$ cat config.mk
export PLATFORM = sky130hd
export DESIGN_NAME = block_median_filter_core
export DESIGN_NICKNAME = d
export VERILOG_FILES = /design/src/design/bmf_pkg.sv /design/src/design/bmf_cell.sv /design/src/design/bmf_mid_avg.sv /design/src/design/block_median_filter_core.sv
export VERILOG_INCLUDE_DIRS = /design/src /design/src/design
export SDC_FILE = /design/constraint.sdc
export NUM_CORES = 1
export LEC_CHECK = 0
export CAP_MARGIN = 20
export CORE_MARGIN = 2
export CORE_UTILIZATION = 45
export CTS_CLUSTER_DIAMETER = 40
export DETAILED_ROUTE_END_ITERATION = 12
export DONT_BUFFER_PORTS = 1
export HOLD_SLACK_MARGIN = 0.05
export PLACE_DENSITY = 0.66
export SLEW_MARGIN = 40
export SYNTH_ARGS = -nofsm -noshare
export SYNTH_HDL_FRONTEND = slang
export SYNTH_SLANG_ARGS = --single-unit
$ cat constraint.sdc
create_clock -name clock -period 5.9 [get_ports clock]
set_input_delay 1.18 -clock clock [delete_from_list [all_inputs] [get_ports clock]]
set_output_delay 1.18 -clock clock [all_outputs]
set_load 0.1 [all_outputs]
$ cat src/design/assert_macros.svh
// Shared assertion macros for the block median filter
`ifndef ASSERT_MACROS_SVH
`define ASSERT_MACROS_SVH

// Clocked check, masked while reset is high
`define BMF_ASSERT(label, clk, rst, prop, msg) \
   label: assert property (@(posedge clk) disable iff (rst) prop) else $error(msg);

// Clocked check that also holds through reset
`define BMF_ASSERT_NR(label, clk, prop, msg) \
   label: assert property (@(posedge clk) prop) else $error(msg);

`endif

$ cat src/design/bmf_pkg.sv
package bmf_pkg;

   // Per-cell insertion control, driven by the fill counter
   typedef struct packed {
      logic insert;    // a word is being inserted this cycle
      logic occupied;  // cell holds a sample of the current block
      logic at_tail;   // cell is the first free slot of the block
   } cell_ctrl_type;

endpackage

$ cat src/design/bmf_cell.sv
module bmf_cell
   import bmf_pkg::*;
#(
   parameter int SAMPLE_BITS = 12
) (
   input  logic                   clock,
   input  cell_ctrl_type          ctrl,
   input  logic [SAMPLE_BITS-1:0] sample,
   input  logic                   prev_gt,
   input  logic [SAMPLE_BITS-1:0] prev_value,
   output logic                   gt,
   output logic [SAMPLE_BITS-1:0] value,
   output logic [SAMPLE_BITS-1:0] value_next
);

   logic [SAMPLE_BITS-1:0] value_ff;
   logic [SAMPLE_BITS-1:0] value_in;

   // Compare own sample against the incoming word
   assign gt = ctrl.occupied && (value_ff > sample);

   // Shift from the left neighbor, take the new word, or hold
   always_comb begin
      value_in = value_ff;
      if (ctrl.insert) begin
         if (prev_gt) begin
            value_in = prev_value;
         end else if (gt || ctrl.at_tail) begin
            value_in = sample;
         end
      end
   end

   always_ff @(posedge clock) begin
      value_ff <= value_in;
   end

   assign value      = value_ff;
   assign value_next = value_in;

endmodule

$ cat src/design/bmf_mid_avg.sv
module bmf_mid_avg
   import bmf_pkg::*;
#(
   parameter int SAMPLE_BITS = 12
) (
   input  logic                   clock,
   input  logic                   reset,
   input  logic                   load,
   input  logic [SAMPLE_BITS-1:0] lo,
   input  logic [SAMPLE_BITS-1:0] hi,
   output logic                   load_ok,
   output logic                   rsp_valid,
   input  logic                   rsp_ready,
   output logic [SAMPLE_BITS-1:0] rsp_median
);

`include "assert_macros.svh"

   logic                   pair_valid_ff;
   logic                   pair_valid_in;
   logic [SAMPLE_BITS-1:0] lo_ff;
   logic [SAMPLE_BITS-1:0] hi_ff;
   logic                   rsp_valid_ff;
   logic                   rsp_valid_in;
   logic [SAMPLE_BITS-1:0] median_ff;
   logic [SAMPLE_BITS:0]   pair_sum;
   logic                   out_free;
   logic                   pair_adv;

   // Output register is free when empty or being drained
   assign out_free = !rsp_valid_ff || rsp_ready;
   assign pair_adv = pair_valid_ff && out_free;
   assign load_ok  = !pair_valid_ff || out_free;

   // Floor of the mean of the middle pair
   assign pair_sum = {1'b0, lo_ff} + {1'b0, hi_ff};

   assign pair_valid_in = load || (pair_valid_ff && !out_free);
   assign rsp_valid_in  = pair_adv || (rsp_valid_ff && !rsp_ready);

   // Hold control flags
   always_ff @(posedge clock) begin
      if (reset) begin
         pair_valid_ff <= 1'b0;
         rsp_valid_ff  <= 1'b0;
      end else begin
         pair_valid_ff <= pair_valid_in;
         rsp_valid_ff  <= rsp_valid_in;
      end
   end

   // Capture the pair and advance the result word
   always_ff @(posedge clock) begin
      if (load) begin
         lo_ff <= lo;
         hi_ff <= hi;
      end
      if (pair_adv) begin
         median_ff <= pair_sum[SAMPLE_BITS:1];
      end
   end

   assign rsp_valid  = rsp_valid_ff;
   assign rsp_median = median_ff;

   `BMF_ASSERT(a_load_has_room, clock, reset, load |-> load_ok, "pair loaded while stage is full")
   `BMF_ASSERT(a_pair_held, clock, reset, (pair_valid_ff && !out_free) |=> (pair_valid_ff && $stable(lo_ff) && $stable(hi_ff)), "stalled middle pair lost")
   `BMF_ASSERT_NR(a_reset_clears, clock, reset |=> (!pair_valid_ff && !rsp_valid_ff), "reset did not clear flags")

endmodule

$ cat src/design/block_median_filter_core.sv
// Block median filter: sorts each block of BLOCK_LEN words in a chain of insertion cells.
// Throughput: one sample word per cycle while req_ready is high, set by the compare-and-shift of each cell.
// Result path: the middle pair is captured at the edge that accepts the last sample of a block,
// then the add and halve feed the result word register, unless a held result word stalls it.
// req_ready drops only while a captured pair waits behind a stalled result word.
// Synchronous reset empties the block and clears result flags; cell contents are not cleared.
module block_median_filter_core
   import bmf_pkg::*;
#(
   parameter int BLOCK_LEN   = 20,
   parameter int SAMPLE_BITS = 12
) (
   input  logic                   clock,
   input  logic                   reset,
   input  logic                   req_valid,
   output logic                   req_ready,
   input  logic [SAMPLE_BITS-1:0] req_sample,
   output logic                   rsp_valid,
   input  logic                   rsp_ready,
   output logic [SAMPLE_BITS-1:0] rsp_median
);

`include "assert_macros.svh"

   localparam int CNT_W   = $clog2(BLOCK_LEN);
   localparam int RANK_LO = (BLOCK_LEN - 1) / 2;
   localparam int RANK_HI = BLOCK_LEN / 2;
   localparam logic [CNT_W-1:0] LAST_SLOT = CNT_W'(BLOCK_LEN - 1);

   logic [CNT_W-1:0]       count_ff;
   logic [CNT_W-1:0]       count_in;
   logic                   accept;
   logic                   block_done;
   logic                   load_ok;
   cell_ctrl_type          ctrl [BLOCK_LEN];
   logic                   cell_gt [BLOCK_LEN];
   logic [SAMPLE_BITS-1:0] cell_value [BLOCK_LEN];
   logic [SAMPLE_BITS-1:0] cell_next [BLOCK_LEN];

   assign req_ready  = load_ok;
   assign accept     = req_valid && req_ready;
   assign block_done = accept && (count_ff == LAST_SLOT);

   // Advance the fill count; wrap when the block completes
   always_comb begin
      count_in = count_ff;
      if (block_done) begin
         count_in = '0;
      end else if (accept) begin
         count_in = count_ff + CNT_W'(1);
      end
   end

   always_ff @(posedge clock) begin
      if (reset) begin
         count_ff <= '0;
      end else begin
         count_ff <= count_in;
      end
   end

   // Insertion chain
   for (genvar i = 0; i < BLOCK_LEN; i++) begin : g_cell
      assign ctrl[i].insert   = accept;
      assign ctrl[i].occupied = (CNT_W'(i) < count_ff);
      assign ctrl[i].at_tail  = (CNT_W'(i) == count_ff);

      if (i == 0) begin : g_head
         bmf_cell #(.SAMPLE_BITS(SAMPLE_BITS)) u_cell (
            .clock      (clock),
            .ctrl       (ctrl[i]),
            .sample     (req_sample),
            .prev_gt    (1'b0),
            .prev_value (req_sample),
            .gt         (cell_gt[i]),
            .value      (cell_value[i]),
            .value_next (cell_next[i])
         );
      end else begin : g_body
         bmf_cell #(.SAMPLE_BITS(SAMPLE_BITS)) u_cell (
            .clock      (clock),
            .ctrl       (ctrl[i]),
            .sample     (req_sample),
            .prev_gt    (cell_gt[i-1]),
            .prev_value (cell_value[i-1]),
            .gt         (cell_gt[i]),
            .value      (cell_value[i]),
            .value_next (cell_next[i])
         );
      end
   end

   // Capture the middle pair on the last word and average it
   bmf_mid_avg #(.SAMPLE_BITS(SAMPLE_BITS)) u_mid_avg (
      .clock      (clock),
      .reset      (reset),
      .load       (block_done),
      .lo         (cell_next[RANK_LO]),
      .hi         (cell_next[RANK_HI]),
      .load_ok    (load_ok),
      .rsp_valid  (rsp_valid),
      .rsp_ready  (rsp_ready),
      .rsp_median (rsp_median)
   );

   `BMF_ASSERT(a_wrap, clock, reset, block_done |=> (count_ff == '0), "fill count did not wrap")
   `BMF_ASSERT(a_step, clock, reset, (accept && !block_done) |=> (count_ff == $past(count_ff) + CNT_W'(1)), "fill count missed a word")
   `BMF_ASSERT(a_sorted, clock, reset, (count_ff > CNT_W'(1)) |-> (cell_value[0] <= cell_value[1]), "chain head out of order")
   `BMF_ASSERT_NR(a_count_range, clock, !reset |-> (count_ff <= LAST_SLOT), "fill count past block end")

endmodule
==> metrics.md, run 1 <==
| Metric | Value |
|---|---|
| Post-layout min period | 3.79 ns |
| Average detailed-routed wire length per instance | 20.8 um |
| Gate power share | 0.096 |
| Skew-Pair Late Insertion Delay | 0.44 ns |
| Clock slew at reported path FFs | 0.07 ns |
| Share of synthesized flip-flops with an asynchronous set or reset | 0 |
| Clock Root Buffer | sky130_fd_sc_hd__clkbuf_16 |
| Number of enable flip-flop cells after synthesis | 144 |
| Clock buffer depth | 2 |
| Pin count of the biggest net entering global routing | 30 |
| Setup violations, final | 0 |
| Leakage power | 4.70 nW |
| WL met3 | 1.38 mm |
| Top_reg_cell synth | sky130_fd_sc_hd__edfxtp_1 |
| Slew at the pin closest to its max-slew limit | 0.935 ns |
| Worst setup path category | primary input to flop |
| WP data required | 6.06 ns |
| Net count reported at finish | 1054 |
| Cell type with the highest aggregate area in the netlist | sky130_fd_sc_hd__edfxtp_1 |
| Most used cells in the layout excluding fill and tap cells | 146 x sky130_fd_sc_hd__ha_1, 144 x sky130_fd_sc_hd__edfxtp_1, 85 x sky130_fd_sc_hd__mux2_2, 56 x sky130_fd_sc_hd__a21oi_1, 43 x sky130_fd_sc_hd__nand2_1 |
| Worst setup SP type | primary input |
| Count of cell types in the netlist | 55 |
| CTS H-tree lvls | 4 |
| Cells after Synth | 892 |
| Residual DRC | 0 |
| Warnings, synthesis | 0 |
| Number of hold violations in the final report | 0 |
| Number of antenna violations at the first check in global routing | 0 |
| Arrival time at the worst endpoint | 3.94 ns |
| Post-route fraction of the period consumed by the critical path | 0.642 |
| Post-cts hold buffer count | 0 |
| Setup repair after global routing missed its margin | false |
| Std-Cell Rows | 55 |
| Half-perimeter wire length of the detailed placement result | 19.1 mm |
| Critical path fanouts, max | 12 |
| Clock tree from TritonCTS | done |
| Power density over cell area | 236 nW/um2 |
| Vertical die dimension | 157 um |
| Flip-flop and latch count after synthesis | 175 |
| Worst Hold Margin | 0.506 ns |
| Antenna-violating nets left | 0 |
| Area grow syn2layout | 10.9% |
| Share of total power in sequential cells | 0.505 |
| Internal power | 2.04 mW |
| Final RePlAce weighted congestion | 0.890 |
| Most common cell after layout, fill and taps aside | sky130_fd_sc_hd__ha_1 |
| Post-CTS setup buffer count | 0 |
| Switching power as a share of total power | 0.258 |
| Number of top-level pins | 30 |
| Post-Syn Area | 10500 um2 |
| Die ar. | 24600 um2 |
| TritonCTS Sinks | 175 |
| Max-cap violations | 0 |
| Nature of the critical path endpoint | flop |
| Vias in the first global route | 7259 |
| Worst Clk Skew | 0.0106 ns |
| Worst IR Drop VDD | 0.174 mV |
| Detailed Route Iter0 Violations | 535 |
| WL met2 | 12.3 mm |
| Total Wirelength | 25.3 mm |
| DR vias | 7107 |
| Slew margin rel. | 0.372 |
| Wire length of the first global-routing pass | 40.4 mm |
| Clock power frac | 0.399 |
| Layout cell share with drive strength beyond 1 | 0.174 |
| Total count of max-transition violations in the final report | 0 |
| Syn Nets | 1055 |
| Mean instance size in the synthesized netlist | 11.8 um2 |
| Cell types occupying the most area after synthesis | sky130_fd_sc_hd__edfxtp_1 41%, sky130_fd_sc_hd__ha_1 17%, sky130_fd_sc_hd__mux2_2 9.1% |
| Total Routing Usage GR | 0.219 |
| Setup_tns | 0 ns |
| Highest metal layer used by the detailed router | met4 |
| Port buffer count | 0 |
| Highest attainable clock frequency | 264 MHz |
| Initial Utilization | 0.462 |
| Switching component of the power | 0.711 mW |
| Number of CTS-inserted buffers | 17 |
| Type of the most critical hold path | flop to flop |
| Width of the die | 157 um |
| Total of cells resized after clock tree synthesis | 0 |
| Area fraction of the dominant cell type after synthesis | 0.411 |
| Overflow left after global routing | 0 |
| Mean number of vias per cell | 5.84 |
| Met1 layer wirelength in the final routing | 11.2 mm |
| Floorplan Core Area | 22800 um2 |
| Antenna cells | 0 |
| Status | complete, no violations |
| Number of iterations in the first detailed-routing pass | 6 |
| Sequential-to-total area share from yosys stat | 0.470 |
[power groups by stage]
stage / Combinational (mW) / Clock (mW) / Sequential, mW
after floorplan: 0.202 / 0 / 1.41
after detailed placement: 0.260 / 0 / 1.42
final: 0.264 / 1.10 / 1.39
after CTS: 0.263 / 1.11 / 1.39
after global placement: 0.252 / 0 / 1.42
after global routing: 0.299 / 1.16 / 1.39
[path summary, 6_finish.rpt]
path | startpoint | to | slack [ns] | cells after the start
worst max-delay path | req_sample[5] | g_cell[6].g_body.u_cell.value[8] | 2.11 | 10
worst max register to register | u_mid_avg.rsp_valid | u_mid_avg.hi_ff[4] | 2.46 | 6
worst min-delay path | g_cell[10].g_body.u_cell.value[0] | g_cell[10].g_body.u_cell.value[0] | 0.51 | 1
worst min register to register | g_cell[10].g_body.u_cell.value[0] | g_cell[10].g_body.u_cell.value[0] | 0.51 | 1
[synthesized netlist by cell type (3+ instances only)]
library cell,instances
sky130_fd_sc_hd__and4_1,4
sky130_fd_sc_hd__nor2b_1,12
sky130_fd_sc_hd__o21bai_1,3
sky130_fd_sc_hd__and2_1,4
sky130_fd_sc_hd__or2_2,6
sky130_fd_sc_hd__o221ai_1,3
sky130_fd_sc_hd__clkbuf_1,21
sky130_fd_sc_hd__ha_1,146
sky130_fd_sc_hd__nor2_1,25
sky130_fd_sc_hd__nand2_1,44
sky130_fd_sc_hd__dfxtp_1,31
sky130_fd_sc_hd__mux2_2,85
sky130_fd_sc_hd__inv_1,35
sky130_fd_sc_hd__xnor2_1,11
sky130_fd_sc_hd__and3_1,14
sky130_fd_sc_hd__o211ai_1,15
sky130_fd_sc_hd__nand3_1,23
sky130_fd_sc_hd__nor3_1,21
sky130_fd_sc_hd__a211o_1,13
sky130_fd_sc_hd__o21ai_0,42
sky130_fd_sc_hd__nand4_1,27
sky130_fd_sc_hd__a21o_1,36
sky130_fd_sc_hd__a31oi_1,4
sky130_fd_sc_hd__o21a_1,11
sky130_fd_sc_hd__edfxtp_1,144
sky130_fd_sc_hd__a21oi_1,57
sky130_fd_sc_hd__nand2b_1,8
sky130_fd_sc_hd__buf_2,14
[registers in the layout (all words and copies together) (netlist names)]
signal	flops
u_mid_avg.rsp_median	12
count_ff	5
u_mid_avg.lo_ff	12
g_cell.g_head.u_cell.value	12
u_mid_avg.pair_valid_ff	1
g_cell.g_body.u_cell.value	120
u_mid_avg.hi_ff	12
u_mid_avg.rsp_valid	1
[cell families after synthesis]
logic type,after synthesis,synth area share
compound gates,208,0.130
simple gates,190,0.0924
flops,175,0.470
fa+ha+maj,147,0.176
mux,85,0.0910
buf+inv,74,0.0293
xor+xnor,13,0.0108
[through the flow]
stage / util / instances / instance area [um2] / setup WS, ns / total power, mW
2_1_floorplan: - / 892 / 10500 / 1.06 / 1.61
3_3_place_gp: 0.475 / 1176 / 10800 / 1.45 / 1.67
3_5_place_dp: 0.487 / 1185 / 11100 / 1.66 / 1.68
4_1_cts: 0.512 / 1217 / 11700 / 2.10 / 2.76
5_1_grt: 0.512 / 1217 / 11700 / 1.92 / 2.85
6_report: 0.512 / 1217 / 11700 / 2.11 / 2.76
[area by class of cell]
class	instances	area, um2
inverter	35	131
clock inverter	15	146
clock buffer	17	425
fill	1979	11100
sequential	175	4950
timing repair buffer	19	300
multi-input combinational	643	5310
tap	313	392
[routing by layer]
metal | up-vias | global-route usage
met5 | - | 0
met4 | 0 | 0.0581
met3 | 31 | 0.0429
met2 | 204 | 0.368
met1 | 3441 | 0.288
li1 | 3431 | -
[worst max-delay path, cell delays in order]
cell and delay (ns):
sky130_fd_sc_hd__inv_1 0.36, sky130_fd_sc_hd__ha_1 0.34, sky130_fd_sc_hd__a21o_1 0.19, sky130_fd_sc_hd__a21o_1 0.17, sky130_fd_sc_hd__a21oi_1 0.23, sky130_fd_sc_hd__nor2_1 0.06
sky130_fd_sc_hd__a211oi_1 0.37, sky130_fd_sc_hd__a222oi_1 0.26, sky130_fd_sc_hd__buf_4 0.27, sky130_fd_sc_hd__o31a_2 0.51
No activity file was read; power rests on OpenSTA's default activity.
==> inputs of run 2 (changes only) <==
Clock period 5.9 ns to 3.69 ns, I/O delays scaled along.
==> run 2 against run 1 <==
Via count is 0.96% higher. Non-clock buffer count is 28 higher. Worst hold slack worse by 0.14 ns. Register-to-register slack got worse by 1.4 ns. Cell area rose by 0.64%. Setup slack got worse by 1.3 ns. Sequential cell count did not move. Utilization is 0.33 points higher. First-iteration DRC count down 8.0%. Die area is the same. Count of clock-buffer cells in the layout grew 2.
==> metrics.md, run 2 (synthesized netlist as in run 1, its figures left out) <==
| Metric | Value |
|---|---|
| Worst reg2reg endpoint | g_cell[4].g_body.u_cell.value[0] (was u_mid_avg.hi_ff[4]) |
| Total count of max-transition violations in the final report | 0 (unchanged) |
| Initial Utilization | 0.462 (unchanged) |
| Worst setup path category | primary input to flop (unchanged) |
| Arrival time at the worst endpoint | 3.01 ns (was 3.94 ns) |
| Highest attainable clock frequency | 351 MHz |
| Hold Crit Depth | 1 (unchanged) |
| Antenna-violating nets left | 0 (unchanged) |
| Nature of the critical path endpoint | flop (unchanged) |
| Worst Clk Skew | 0.00943 ns (was 0.0106 ns) |
| Max-cap violations | 0 (unchanged) |
| Setup_tns | 0 ns (unchanged) |
| Number of antenna violations at the first check in global routing | 1 (was 0) |
| Most used cells in the layout excluding fill and tap cells | 146 x sky130_fd_sc_hd__ha_1, 144 x sky130_fd_sc_hd__edfxtp_1, 85 x sky130_fd_sc_hd__mux2_2, 57 x sky130_fd_sc_hd__a21oi_1, 44 x sky130_fd_sc_hd__nand2_1 (was 146 x sky130_fd_sc_hd__ha_1, 144 x sky130_fd_sc_hd__edfxtp_1, 85 x sky130_fd_sc_hd__mux2_2, 56 x sky130_fd_sc_hd__a21oi_1, 43 x sky130_fd_sc_hd__nand2_1) |
| R2r worst-path depth | 8 (was 6) |
| Total of cells resized after clock tree synthesis | 0 (unchanged) |
| Critical path fanouts, max | 14 (was 12) |
| Overflow left after global routing | 0 (unchanged) |
| Total Routing Usage GR | 0.221 (was 0.219) |
| Total power draw | 4.48 mW (was 2.76 mW) |
| Width of the die | 157 um (unchanged) |
| Number of hold violations in the final report | 0 (unchanged) |
| Non-Filler Cell Area, Final | 11700 um2 (about the same) |
| Post-layout min period | 2.85 ns |
| Floorplan Core Area | 22800 um2 (unchanged) |
| Area of placed instances | 11100 um2 (about the same) |
| Clock buffer depth | 2 (unchanged) |
| Setup violations, final | 0 (unchanged) |
| Total Wirelength | 25.8 mm (was 25.3 mm) |
| Half-perimeter wire length of the detailed placement result | 18.8 mm (was 19.1 mm) |
| Clock tree from TritonCTS | done (unchanged) |
| Wire length of the first global-routing pass | 40.5 mm (was 40.4 mm) |
| Residual DRC | 0 (unchanged) |
| Number of fillers in the final layout | 1966 (was 1979) |
| Net count reported at finish | 1082 (was 1054) |
| Skew-Pair Late Insertion Delay | 0.43 ns (was 0.44 ns) |
| Die ar. | 24600 um2 (unchanged) |
| Worst IR Drop VDD | 0.313 mV (was 0.174 mV) |
| Slew at the pin closest to its max-slew limit | 0.898 ns (was 0.935 ns) |
| Launch instance of the worst min-delay path | reset (was g_cell[10].g_body.u_cell.value[0]) |
| Average detailed-routed wire length per instance | 20.8 um (about the same) |
| Clock Root Buffer | sky130_fd_sc_hd__clkbuf_16 (unchanged) |
| Post-cts hold buffer count | 0 (unchanged) |
| Mean number of vias per cell | 5.76 (was 5.84) |
| Status | complete, no violations (unchanged) |
| Leakage power | 4.80 nW (was 4.70 nW) |
| Post-route fraction of the period consumed by the critical path | 0.771 |
| Internal reg-to-reg setup slack | 1.05 ns (was 2.46 ns) |
| Area grow syn2layout | 11.6% (was 10.9%) |
| Vias in the first global route | 7209 (was 7259) |
| Pin count of the biggest net entering global routing | 31 (was 30) |
| Vertical die dimension | 157 um (unchanged) |
| Antenna cells | 0 (unchanged) |
| Worst Hold Margin | 0.368 ns (was 0.506 ns) |
| Number of iterations in the first detailed-routing pass | 5 (was 6) |
| WP data required | 3.85 ns (was 6.06 ns) |
| Port buffer count | 0 (unchanged) |
| DR vias | 7175 (was 7107) |
| Flip-flop count of the largest register, all copies and words added | 120 (unchanged) |
| Detailed Route Iter0 Violations | 492 (was 535) |
| Type of the most critical hold path | primary input to flop (was flop to flop) |
| Clock slew at reported path FFs | 0.07 ns (about the same) |
| Post-CTS setup buffer count | 0 (unchanged) |
| Final RePlAce weighted congestion | 0.859 (was 0.890) |
| Slew margin rel. | 0.403 (was 0.372) |
| Number of top-level pins | 30 (unchanged) |
| TritonCTS Sinks | 175 (unchanged) |
| Power density over cell area | 382 nW/um2 (was 236 nW/um2) |
| CTS H-tree lvls | 4 (unchanged) |
| Worst setup SP type | primary input (unchanged) |
| Worst flop-to-flop path startpoint | g_cell[3].g_body.u_cell.value[5] (was u_mid_avg.rsp_valid) |
| Most common cell after layout, fill and taps aside | sky130_fd_sc_hd__ha_1 (unchanged) |
| Std-Cell Rows | 55 (unchanged) |
| Number of CTS-inserted buffers | 17 (unchanged) |
| Layout cell share with drive strength beyond 1 | 0.192 (was 0.174) |
| Hold Path Sink | u_mid_avg.pair_valid_ff (was g_cell[10].g_body.u_cell.value[0]) |
| Setup repair after global routing missed its margin | false (unchanged) |
-- run 2: changes by cell type in the layout (fill, tap and decap cells not counted), sizes merged --
cell,delta
inv,-1
clkinv,-2
clkbuf,+2
buf,+28
bufinv,+1
-- run 2: power by group --
| part | total, mW | internal (mW) | leakage, nW | switching (mW) |
|---|---|---|---|---|
| combinational | 0.440 | 0.202 | 2.93 | 0.239 |
| sequential | 2.22 | 2.19 | 1.58 | 0.0351 |
| clock | 1.81 | 0.978 | 0.284 | 0.833 |
-- run 2: worst max-delay path, stage by stage --
cell                       delay [ns]
sky130_fd_sc_hd__inv_1           0.34
sky130_fd_sc_hd__ha_1            0.33
sky130_fd_sc_hd__a21o_1          0.18
sky130_fd_sc_hd__a21o_1          0.16
sky130_fd_sc_hd__a21oi_1         0.14
sky130_fd_sc_hd__nor2_1          0.05
sky130_fd_sc_hd__a211oi_1        0.21
sky130_fd_sc_hd__a222oi_1        0.17
sky130_fd_sc_hd__buf_12          0.21
sky130_fd_sc_hd__o31a_2          0.46
-- run 2: metrics by stage --
stage	utilization	worst slack (ns)	std cells
2_1_floorplan	-	0.148	892
3_3_place_gp	0.488	0.401	1212
3_5_place_dp	0.489	0.384	1213
4_1_cts	0.515	0.831	1245
5_1_grt	0.515	0.694	1245
6_report	0.515	0.844	1245
-- run 2: worst max-delay path by stage --
| stage | start | end | slack (ns) | cells after the start |
|---|---|---|---|---|
| finish | req_sample[5] | g_cell[6].g_body.u_cell.value[1] | 0.84 | 10 |
| global placement | req_sample[5] | g_cell[6].g_body.u_cell.value[0] | 0.40 | 10 |
| floorplan | req_sample[11] | g_cell[2].g_body.u_cell.value[0] | 0.15 | 9 |
| CTS | req_sample[5] | g_cell[4].g_body.u_cell.value[0] | 0.83 | 9 |
| global route | req_sample[5] | g_cell[4].g_body.u_cell.value[6] | 0.69 | 10 |
| detailed placement | req_sample[5] | g_cell[6].g_body.u_cell.value[1] | 0.38 | 10 |
-- run 2: final cells by class --
type	instances	area (um2)	area share
multi-input cells	643	5270	0.450
flip-flops and latches	175	4940	0.422
clock buffers	19	443	0.0378
repair buffers	47	398	0.0339
well taps	313	392	0.0334
clock inverters	13	148	0.0126
inverters	35	131	0.0112
-- run 2: per-layer routing --
| metal | vias to the layer above | track usage | part of all wire |
|---|---|---|---|
| met1 | 3446 | 0.280 | 0.43 |
| met4 | 0 | 0.0703 | 0.025 |
| li1 | 3481 | - | - |
| met2 | 206 | 0.372 | 0.48 |
| met5 | - | 0 | 0 |
| met3 | 42 | 0.0521 | 0.061 |
==> inputs of run 3 (changes only) <==
Settings changed: PLACE_DENSITY 0.66 to 0.68.
Clock period 3.69 ns to 2.3 ns, I/O delays scaled along.
==> run 3 against run 2 <==
Clock power is 52% higher. First-iteration DRC count is 23% lower. Worst hold slack lost 0.29 ns. Via count rose by 8.5%. Count of clock-buffer cells in the layout up 3. Global-route usage is 1.4 points lower. Power increased by 65%. The flow now finishes with violations (negative setup slack).
==> metrics.md, run 3 (synthesized netlist as in run 1, its figures left out) <==
| Metric | Value |
|---|---|
| Status | finished, violations left (was complete, no violations) |
| Violated checks | negative setup slack |
| Crit path max-delay cell type | sky130_fd_sc_hd__edfxtp_1 (was sky130_fd_sc_hd__o31a_2) |
| Type of the most critical hold path | primary input to flop (unchanged) |
| Number of hold violations in the final report | 0 (unchanged) |
| Worst flop-to-flop path startpoint | g_cell[3].g_body.u_cell.value[5] (unchanged) |
| Antenna cells | 0 (unchanged) |
| Non-Filler Cell Area, Final | 14200 um2 (was 11700 um2) |
| Highest attainable clock frequency | 406 MHz |
| Internal reg-to-reg setup slack | -0.16 ns (was 1.05 ns) |
| Number of fillers in the final layout | 1689 (was 1966) |
| Wire length of the first global-routing pass | 39.7 mm (was 40.5 mm) |
| Clock slew at reported path FFs | 0.07 ns (about the same) |
| Worst setup SP type | flop (was primary input) |
| Leakage power | 5.79 nW (was 4.80 nW) |
| Worst Clk Skew | 0.0111 ns (was 0.00943 ns) |
| Clock Root Buffer | sky130_fd_sc_hd__clkbuf_16 (unchanged) |
| Layout cell share with drive strength beyond 1 | 0.436 (was 0.192) |
| Slew at the pin closest to its max-slew limit | 0.722 ns (was 0.898 ns) |
| Final RePlAce weighted congestion | 0.817 (was 0.859) |
| Vertical die dimension | 157 um (unchanged) |
| Post-layout min period | 2.46 ns |
| Final cell utilization of the core | 0.625 (was 0.515) |
| Total count of max-transition violations in the final report | 0 (unchanged) |
| Critical path fanouts, max | 8 (was 14) |
| Slew margin rel. | 0.517 (was 0.403) |
| Die ar. | 24600 um2 (unchanged) |
| Power density over cell area | 518 nW/um2 (was 382 nW/um2) |
| CTS H-tree lvls | 4 (unchanged) |
| Width of the die | 157 um (unchanged) |
| Pin count of the biggest net entering global routing | 30 (was 31) |
| Detailed Route Iter0 Violations | 380 (was 492) |
| Number of antenna violations at the first check in global routing | 0 (was 1) |
| Net count reported at finish | 1185 (was 1082) |
| Most used cells in the layout excluding fill and tap cells | 144 x sky130_fd_sc_hd__edfxtp_1, 109 x sky130_fd_sc_hd__buf_4, 101 x sky130_fd_sc_hd__ha_1, 59 x sky130_fd_sc_hd__mux2_4, 45 x sky130_fd_sc_hd__ha_4 (was 146 x sky130_fd_sc_hd__ha_1, 144 x sky130_fd_sc_hd__edfxtp_1, 85 x sky130_fd_sc_hd__mux2_2, 57 x sky130_fd_sc_hd__a21oi_1, 44 x sky130_fd_sc_hd__nand2_1) |
| Total Routing Usage GR | 0.207 (was 0.221) |
| Mean number of vias per cell | 5.77 (was 5.76) |
| Number of CTS-inserted buffers | 17 (unchanged) |
| Skew-Pair Late Insertion Delay | 0.44 ns (was 0.43 ns) |
| WP data required | 2.45 ns (was 3.85 ns) |
| R2r worst-path depth | 10 (was 8) |
| Antenna-violating nets left | 0 (unchanged) |
| Met3 usage | 0.0352 (was 0.0521) |
| Port buffer count | 0 (unchanged) |
| Number of iterations in the first detailed-routing pass | 5 (unchanged) |
| Clock buffer depth | 2 (unchanged) |
| Met1 Resource Use GR | 0.232 (was 0.280) |
| Worst setup path category | flop to flop (was primary input to flop) |
| Final setup slack of the worst path | -0.160 ns (was 0.844 ns) |
| Hold Path Sink | u_mid_avg.rsp_valid (was u_mid_avg.pair_valid_ff) |
| Std-Cell Rows | 55 (unchanged) |
| Residual DRC | 0 (unchanged) |
| TritonCTS Sinks | 175 (unchanged) |
| Worst reg2reg endpoint | g_cell[3].g_body.u_cell.value[9] (was g_cell[4].g_body.u_cell.value[0]) |
| Area of placed instances | 12300 um2 (was 11100 um2) |
| Worst Hold Margin | 0.0758 ns (was 0.368 ns) |
| Half-perimeter wire length of the detailed placement result | 18.2 mm (was 18.8 mm) |
| Max-cap violations | 0 (unchanged) |
| Launch instance of the worst min-delay path | reset (unchanged) |
| Sequence of cells on the critical path | ha_4, a21o_1, a21o_1, a21oi_2, or2_4, a221oi_4, buf_4, a31oi_4, a21oi_4, buf_12 (was inv_1, ha_1, a21o_1, a21o_1, a21oi_1, nor2_1, a211oi_1, a222oi_1, buf_12, o31a_2) |
| Nature of the critical path endpoint | flop (unchanged) |
| Total Wirelength | 26.3 mm (was 25.8 mm) |
| Met2 capacity usage during global routing | 0.391 (was 0.372) |
| Initial Utilization | 0.462 (unchanged) |
| Grt peak-use layer | met2 (unchanged) |
| Number of top-level pins | 30 (unchanged) |
| Most frequent cell on the critical path | sky130_fd_sc_hd__a21o_1 (unchanged) |
| Worst IR Drop VDD | 0.483 mV (was 0.313 mV) |
| Clock tree from TritonCTS | done (unchanged) |
| Worst path max stage delay | 0.45 ns (was 0.46 ns) |
| Hold Crit Depth | 1 (unchanged) |
| Flip-flop count of the largest register, all copies and words added | 120 (unchanged) |
| DR vias | 7782 (was 7175) |
| Vias in the first global route | 8036 (was 7209) |
| Arrival time at the worst endpoint | 2.61 ns (was 3.01 ns) |
| Post-route fraction of the period consumed by the critical path | 1.07 |
| Total power draw | 7.37 mW (was 4.48 mW) |
| Floorplan Core Area | 22800 um2 (unchanged) |
| Overflow left after global routing | 0 (unchanged) |
| Average detailed-routed wire length per instance | 19.5 um (was 20.8 um) |
| Setup violations, final | 116 (was 0) |
| Setup repair after global routing missed its margin | true (was false) |
| Area grow syn2layout | 35.5% (was 11.6%) |
| Most common cell after layout, fill and taps aside | sky130_fd_sc_hd__edfxtp_1 (was sky130_fd_sc_hd__ha_1) |
-- run 3: cell types whose count changed in the layout (fill, tap and decap cells not counted), sizes merged --
cell / delta
bufinv: -1
clkinvlp: +2
o31a: +2
inv: -2
o21a: +1
buf: +94
clkbuf: +8
clkinv: -2
or2: +1
-- run 3: final cells by class --
class	instances	area (um2)	area share
well taps	313	392	0.0275
flip-flops and latches	175	4970	0.349
multi-input cells	647	6700	0.470
clock inverters	10	77.6	0.00545
clock buffers	22	465	0.0327
repair buffers	146	1450	0.102
inverters	35	201	0.0141
-- run 3: stage by stage --
| stage | std cells | worst slack, ns | setup TNS, ns |
|---|---|---|---|
| 3_5_place_dp | 1280 | -0.330 | -48.92 |
| 5_1_grt | 1348 | -0.252 | -24.22 |
| 4_1_cts | 1328 | -0.187 | -10.33 |
| 3_3_place_gp | 1280 | -0.276 | -43.08 |
| 2_1_floorplan | 892 | -0.418 | -42.17 |
| 6_report | 1348 | -0.160 | -10.21 |
-- run 3: worst max-delay path, delay by kind of cell, from the launching register on --
kind            cells  cell delay [ns]
simple gates        1             0.24
compound gates      6             0.85
fa+ha+maj           1             0.30
buf+inv             2             0.34
flops               1             0.45
-- run 3: routing by layer --
metal  vias up  wire length (um)  share of wire
li1       3722                 -              -
met1      3842             10400           0.39
met2       165             14400           0.55
met3        53               871          0.033
met4         0               684          0.026
met5         -                 0              0
-- run 3: how the worst max path moves through the flow --
stage	endpoint	cells past startpoint	slack [ns]	start
global route	g_cell[4].g_body.u_cell.value[11]	9	-0.25	g_cell[3].g_body.u_cell.value[5]
global placement	g_cell[7].g_body.u_cell.value[4]	10	-0.28	req_sample[5]
detailed placement	g_cell[3].g_body.u_cell.value[5]	10	-0.33	req_sample[1]
CTS	g_cell[6].g_body.u_cell.value[7]	10	-0.19	g_cell[6].g_body.u_cell.value[5]
finish	g_cell[3].g_body.u_cell.value[9]	10	-0.16	g_cell[3].g_body.u_cell.value[5]
floorplan	g_cell[7].g_body.u_cell.value[10]	11	-0.42	req_sample[5]
-- run 3: where the power goes --
group          switching [mW]  internal [mW]  total, mW
logic                   0.496          0.548       1.04
registers              0.0555           3.51       3.57
clock network            1.30           1.46       2.76
-- run 3: what timing repair did --
| action | 4_1_cts | 5_1_grt |
|---|---|---|
| hold buffers | 0 | 0 |
| endpoints found under the setup margin | 182 | 255 |
| gates cloned | 4 | 7 |
| gates resized for setup | 41 | 190 |
| setup buffers | 12 | 18 |
| pin swaps | 31 | 76 |
